==> src/rtl/udsrc_pkg.sv <==
package udsrc_pkg;

	// saturation limit of the pending step count
	localparam int MAX_PENDING = 127;

	localparam int AMOUNT_W  = 7;
	localparam int PENDING_W = 7;
	localparam int VOLUME_W  = 8;

	typedef logic [1:0] mode_t;

	localparam mode_t MODE_INC  = 2'd0;
	localparam mode_t MODE_DEC  = 2'd1;
	localparam mode_t MODE_TICK = 2'd2;

	typedef enum logic [2:0] {
		DIR_IDLE = 3'b001,
		DIR_UP   = 3'b010,
		DIR_DOWN = 3'b100
	} dir_t;

	typedef struct packed {
		logic signed [VOLUME_W-1:0] volume_count;
		logic [PENDING_W-1:0]       pending_steps;
		logic                       moving;
		logic                       up_down;
		logic                       chip_select_n;
		logic                       reversed;
	} result_t;

	function automatic logic [PENDING_W-1:0] sat_pending(input logic [PENDING_W:0] v);
		if (v > (PENDING_W+1)'(MAX_PENDING)) begin
			return PENDING_W'(MAX_PENDING);
		end
		return v[PENDING_W-1:0];
	endfunction

endpackage

==> src/rtl/udsrc_in_stage.sv <==
module udsrc_in_stage (
	input  logic                          clk,
	input  logic                          arst_n,
	input  logic                          in_valid,
	output logic                          in_ready,
	input  udsrc_pkg::mode_t              mode,
	input  logic [udsrc_pkg::AMOUNT_W-1:0] amount,
	input  logic                          take,
	output logic                          valid_s1,
	output udsrc_pkg::mode_t              mode_s1,
	output logic [udsrc_pkg::AMOUNT_W-1:0] amount_s1
);
	import udsrc_pkg::*;

	// free slot, or the held word leaves this cycle
	assign in_ready = !valid_s1 || take;

	always_ff @(posedge clk or negedge arst_n) begin
		if (!arst_n) begin
			valid_s1 <= 1'b0;
		end else if (in_valid && in_ready) begin
			valid_s1 <= 1'b1;
		end else if (take) begin
			valid_s1 <= 1'b0;
		end
	end

	always_ff @(posedge clk) begin
		if (in_valid && in_ready) begin
			mode_s1   <= mode;
			amount_s1 <= amount;
		end
	end

endmodule

==> src/rtl/udsrc_step_logic.sv <==
module udsrc_step_logic (
	input  logic                          clk,
	input  logic                          arst_n,
	input  logic                          commit,
	input  udsrc_pkg::mode_t              mode_s1,
	input  logic [udsrc_pkg::AMOUNT_W-1:0] amount_s1,
	output udsrc_pkg::result_t            result
);
	import udsrc_pkg::*;

	logic [VOLUME_W-1:0]  volume_q, volume_d;
	logic [PENDING_W-1:0] pending_q, pending_d;
	dir_t                 dir_q, dir_d;
	logic                 rev;

	always_comb begin
		dir_t                 want;
		logic [PENDING_W:0]   amt_x;
		logic [PENDING_W:0]   pend_x;
		logic [PENDING_W-1:0] pend_dec;

		want     = (mode_s1 == MODE_INC) ? DIR_UP : DIR_DOWN;
		amt_x    = {1'b0, amount_s1};
		pend_x   = {1'b0, pending_q};
		pend_dec = (pending_q != '0) ? pending_q - PENDING_W'(1) : pending_q;
		volume_d  = volume_q;
		pending_d = pending_q;
		dir_d     = dir_q;
		rev       = 1'b0;

		case (mode_s1) inside
			MODE_INC, MODE_DEC: begin
				if (dir_q == DIR_IDLE) begin
					// zero amount while idle is dropped
					if (amount_s1 != '0) begin
						pending_d = sat_pending(amt_x);
						dir_d     = want;
					end
				end else if (dir_q == want) begin
					pending_d = sat_pending(pend_x + amt_x);
				end else if (pend_x > amt_x) begin
					pending_d = PENDING_W'(pend_x - amt_x);
				end else if (pend_x == amt_x) begin
					pending_d = '0;
					dir_d     = DIR_IDLE;
				end else begin
					// overshoot: turn around with the remainder
					pending_d = sat_pending(amt_x - pend_x);
					dir_d     = want;
					rev       = 1'b1;
				end
			end
			MODE_TICK: begin
				if (dir_q != DIR_IDLE) begin
					volume_d  = (dir_q == DIR_UP) ? volume_q + VOLUME_W'(1)
					                              : volume_q - VOLUME_W'(1);
					pending_d = pend_dec;
					if (pend_dec == '0) begin
						dir_d = DIR_IDLE;
					end
				end
			end
			default: begin
			end
		endcase
	end

	always_ff @(posedge clk or negedge arst_n) begin
		if (!arst_n) begin
			volume_q  <= '0;
			pending_q <= '0;
			dir_q     <= DIR_IDLE;
		end else if (commit) begin
			volume_q  <= volume_d;
			pending_q <= pending_d;
			dir_q     <= dir_d;
		end
	end

	always_comb begin
		result.volume_count  = signed'(volume_d);
		result.pending_steps = pending_d;
		result.moving        = (dir_d != DIR_IDLE);
		result.up_down       = (dir_d == DIR_UP);
		result.chip_select_n = (dir_d == DIR_IDLE);
		result.reversed      = rev;
	end

endmodule

==> src/rtl/updown_step_request_controller.sv <==
// channel   handshake             payload
// in        in_valid / in_ready   mode, amount
// out       out_valid / out_ready volume_count, pending_steps, moving, up_down,
//                                 chip_select_n, reversed
//
// an accepted word passes through the input register and then the result
// register on its way to its result word
// one word per cycle when not stalled; the step update is a single add/compare
// on the 7-bit pending count, done as the word moves to the result register
// arst_n clears volume, pending count and direction (idle) and empties
// both registers
// a stalled output holds the result and the input register, then in_ready drops
module updown_step_request_controller (
	input  logic                                clk,
	input  logic                                arst_n,
	input  logic                                in_valid,
	output logic                                in_ready,
	input  udsrc_pkg::mode_t                    mode,
	input  logic [udsrc_pkg::AMOUNT_W-1:0]       amount,
	output logic                                out_valid,
	input  logic                                out_ready,
	output logic signed [udsrc_pkg::VOLUME_W-1:0] volume_count,
	output logic [udsrc_pkg::PENDING_W-1:0]      pending_steps,
	output logic                                moving,
	output logic                                up_down,
	output logic                                chip_select_n,
	output logic                                reversed
);
	import udsrc_pkg::*;

	logic                valid_s1;
	mode_t               mode_s1;
	logic [AMOUNT_W-1:0] amount_s1;
	logic                advance;
	result_t             result;
	result_t             result_s2;

	// word moves on when the result register is empty or being drained
	assign advance = valid_s1 && (!out_valid || out_ready);

	udsrc_in_stage u_in_stage (
		.clk       (clk),
		.arst_n    (arst_n),
		.in_valid  (in_valid),
		.in_ready  (in_ready),
		.mode      (mode),
		.amount    (amount),
		.take      (advance),
		.valid_s1  (valid_s1),
		.mode_s1   (mode_s1),
		.amount_s1 (amount_s1)
	);

	// state commits together with the result capture
	udsrc_step_logic u_step_logic (
		.clk       (clk),
		.arst_n    (arst_n),
		.commit    (advance),
		.mode_s1   (mode_s1),
		.amount_s1 (amount_s1),
		.result    (result)
	);

	always_ff @(posedge clk or negedge arst_n) begin
		if (!arst_n) begin
			out_valid <= 1'b0;
		end else if (advance) begin
			out_valid <= 1'b1;
		end else if (out_ready) begin
			out_valid <= 1'b0;
		end
	end

	always_ff @(posedge clk) begin
		if (advance) begin
			result_s2 <= result;
		end
	end

	assign volume_count  = result_s2.volume_count;
	assign pending_steps = result_s2.pending_steps;
	assign moving        = result_s2.moving;
	assign up_down       = result_s2.up_down;
	assign chip_select_n = result_s2.chip_select_n;
	assign reversed      = result_s2.reversed;

endmodule
==> config.mk <==
export PLATFORM = sky130hd
export DESIGN_NAME = updown_step_request_controller
export DESIGN_NICKNAME = d
export VERILOG_FILES = /design/src/rtl/udsrc_pkg.sv /design/src/rtl/udsrc_in_stage.sv /design/src/rtl/udsrc_step_logic.sv /design/src/rtl/updown_step_request_controller.sv
export SDC_FILE = /design/constraint.sdc
export NUM_CORES = 1
export LEC_CHECK = 0
export ABC_AREA = 1
export BUFFER_PORTS_ARGS = -buffer_cell sky130_fd_sc_hd__buf_4
export CAP_MARGIN = 20
export CORE_UTILIZATION = 30
export DETAILED_ROUTE_END_ITERATION = 10
export GPL_TIMING_DRIVEN = 0
export PLACE_DENSITY = 0.45
export SYNTH_ARGS = -nofsm -noshare
export SYNTH_HDL_FRONTEND = slang
export SYNTH_HIERARCHICAL = 1
export SYNTH_SLANG_ARGS = --single-unit
export TNS_END_PERCENT = 100
==> constraint.sdc <==
create_clock -name clk -period 7.1 [get_ports clk]
set_clock_uncertainty 0.2 [all_clocks]
set_input_delay 0.71 -clock clk [delete_from_list [all_inputs] [get_ports clk]]
set_output_delay 0.71 -clock clk [all_outputs]
set_load 0.02 [all_outputs]
==> flow_summary.json <==
{
  "outcome": "finished, final reports clean",
  "nets": 629,
  "yosysWarningCount": 6,
  "routed_wl_mm": 11.12,
  "antenna_found_initial": 0,
  "grt_usage_pct": 17.62,
  "synth_edf_count": 28,
  "synth_top_area_share_pct": 21.31,
  "p_total_mw": 2.057,
  "final_common_cell": "nand2_1",
  "fin_ws_ns": 4.297,
  "slowest_delay_ns": 0.48,
  "hold_violations": 0,
  "cap_violations": 0,
  "synth_cells": 540,
  "final_cell_mix": "nand2_1 (169), inv_1 (73), nand3_1 (51)",
  "hpwlAfterDp_mm": 8.842,
  "drc": 0,
  "ioPinCount": 34,
  "h-tree-depth": 2,
  "dieArea_sq_um": 13620,
  "fin_tns_setup_ns": 0,
  "overflow": 0,
  "syn_area_sq_um": 3946,
  "criticalPathCategory": "flop to flop",
  "fin_crit_ns": 2.803,
  "clock_latency_ns": 0.30,
  "crit_slowest_cell": "dfrtp_1",
  "post-cts-setup-buffers": 0,
  "crit_arrival_ns": 2.64,
  "ctsResizeCount": 0,
  "synth.distinct_cells": 37,
  "worstPathCellList": "inv_2 > nor3_1 > inv_1 > fa_1 > nand3_1 > nand3_1 > a21oi_1 > o21ai_0 > xor2_1 > a21boi_0",
  "fmaxAchievable_ghz": 0.3567,
  "final_cell_area_sq_um": 4599,
  "gp_congestion": 0.8521,
  "first_pass_iters": 5,
  "startpoint_type": "flop",
  "synthArstFlopShare_pct": 41.67,
  "routed_via_density": 4.825,
  "core_sq_um": 12720,
  "synth.top_cells.by_area": "edfxtp_1 (21%), nand2_1 (16%), dfrtp_1 (12%)",
  "start_util_pct": 31.02,
  "path_common_cell": "nand3_1",
  "synth_top_area_cell": "edfxtp_1",
  "power_density_nw_per_um2": 447.2,
  "dr_total_vias": 3643,
  "cts-hold-fix-buffers": 0,
  "root_buffer": "clkbuf_16",
  "dpl_cell_area_sq_um": 4432,
  "finalSetupViolCount": 0,
  "wl_per_cell_um": 14.72,
  "fp.dieH_um": 116.7,
  "ys_ff_latch": 48,
  "cts_buffers": 5,
  "syn_area_per_cell_sq_um": 7.308,
  "tightest_slew_ns": 0.5714,
  "seq_area_frac_synth_pct": 34.02,
  "fin_crit_sh_pct": 39.48,
  "portBuffers": 33,
  "slew_violations": 0,
  "diodes": 0,
  "irDropWorstVdd_mv": 0.1855,
  "ant_nets": 0,
  "leakage_nw": 2.307,
  "cp.required_ns": 6.94,
  "drive_gt1_share_pct": 14.58,
  "grt_max_degree": 21,
  "drt_iter0_markers": 165,
  "max-slew-margin-rel_pct": 61.91,
  "hold_path.class": "input port to async pin",
  "grt_pass1_wl_mm": 17.94,
  "rsz0062_at_grt": "false",
  "die_x_um": 116.7,
  "cp-end-kind": "flop",
  "clock_path_buffers": 2,
  "rows": 41,
  "pre_cts_ws_ns": 4.243,
  "area_growth_pct": 16.55,
  "clkSlewWorstSetupHoldPaths_ns": 0.07,
  "cts_tree": "built",
  "syn-num-nets": 587,
  "synth-main-ff-cell": "edfxtp_1",
  "path_max_fanout": 8,
  "grt_pass1_vias": 3538,
  "clkSinkCount": 48
}
sequential cells by signal, summed over array words and instances (netlist names), 2 cells and up:
| register | flops |
|---|---|
| u_step_logic/volume_q | 8 |
| volume_count | 8 |
| pending_steps | 7 |
| u_in_stage/amount_s1 | 7 |
| u_step_logic/pending_q | 7 |
| u_step_logic/dir_q | 3 |
| u_in_stage/mode_s1 | 2 |
power breakdown:
part	switching [mW]	internal, mW	total [mW]
logic	0.819	0.461	1.28
registers	0.0911	0.411	0.502
clock network	0.110	0.166	0.275
critical path: cells and delay by family (launching register included):
family | cells | cell delay (ns)
simple gates | 3 | 0.49
flops | 1 | 0.48
fa+ha+maj | 1 | 0.46
compound gates | 3 | 0.39
buf+inv | 2 | 0.34
xor+xnor | 1 | 0.17
path summary, 6_finish.rpt:
| check | from | to | slack [ns] | cells past startpoint |
|---|---|---|---|---|
| max in group asynchronous | arst_n | u_step_logic/dir_q[0] | 6.33 | 1 |
| hold reg to reg | u_step_logic/volume_q[2] | u_step_logic/volume_q[2] | 0.32 | 2 |
| setup / recovery | u_step_logic/dir_q[1] | volume_count[6] | 4.30 | 10 |
| min in group clk | u_step_logic/volume_q[2] | u_step_logic/volume_q[2] | 0.32 | 2 |
| hold / removal | arst_n | u_step_logic/volume_q[3] | 0.09 | 1 |
| setup reg to reg | u_step_logic/dir_q[1] | volume_count[6] | 4.30 | 10 |
cell usage after synthesis (3+ instances only):
cell        n
xnor2_1     3
o21ai_0    12
o211ai_1    3
inv_1      73
a21oi_1    21
fa_1        4
o22ai_1     6
o21ai_1     7
o21ai_2     3
nand3_2     5
nor2_1     36
nor2_2      6
xor2_1      9
nand4_1    13
ha_1       30
dfrtp_1    19
nand3_1    51
edfxtp_1   28
buf_6       5
nor3_1      5
buf_2       3
nand2_1   169
nand2_2     6
inv_2       5
area by class of cell:
cell class,count,area (sq um)
well taps,172,215.2
plain buffers,12,93.84
repair buffers,35,270.3
multi-input cells,402,2217
inverters,78,292.8
clock buffers,5,125.1
fillers,1403,8123
clock inverters,3,42.54
flip-flops and latches,48,1343
per-stage QoR:
stage          std cells  util (%)  hold WS (ns)
2_1_floorplan        540         -        0.2144
3_3_place_gp         745     34.66        0.2961
3_5_place_dp         747     34.83        0.2943
4_1_cts              755     36.15        0.1007
5_1_grt              755     36.15        0.1074
6_report             755     36.15       0.08924
routing by layer:
layer | global-route usage [%] | wire, um | vias up
li1 | - | - | 1834
met1 | 23.20 | 5300 | 1688
met2 | 29.31 | 5076 | 104
met3 | 2.283 | 455 | 17
met4 | 6.920 | 284 | 0
met5 | 0 | 0 | -
cells by family (layout without fill, tap and decap cells):
family	Yosys count	after routing	share of synthesized area [%]
and+or+nand+nor	297	297	33.32
buffers and inverters	90	133	9.797
AOI/OAI and AO/OA	59	59	8.656
DFF	48	48	34.02
adders and majority gates	34	34	11.54
xor gates and xnor gates	12	12	2.664
Note: power is estimated with default switching activity, not from simulation.
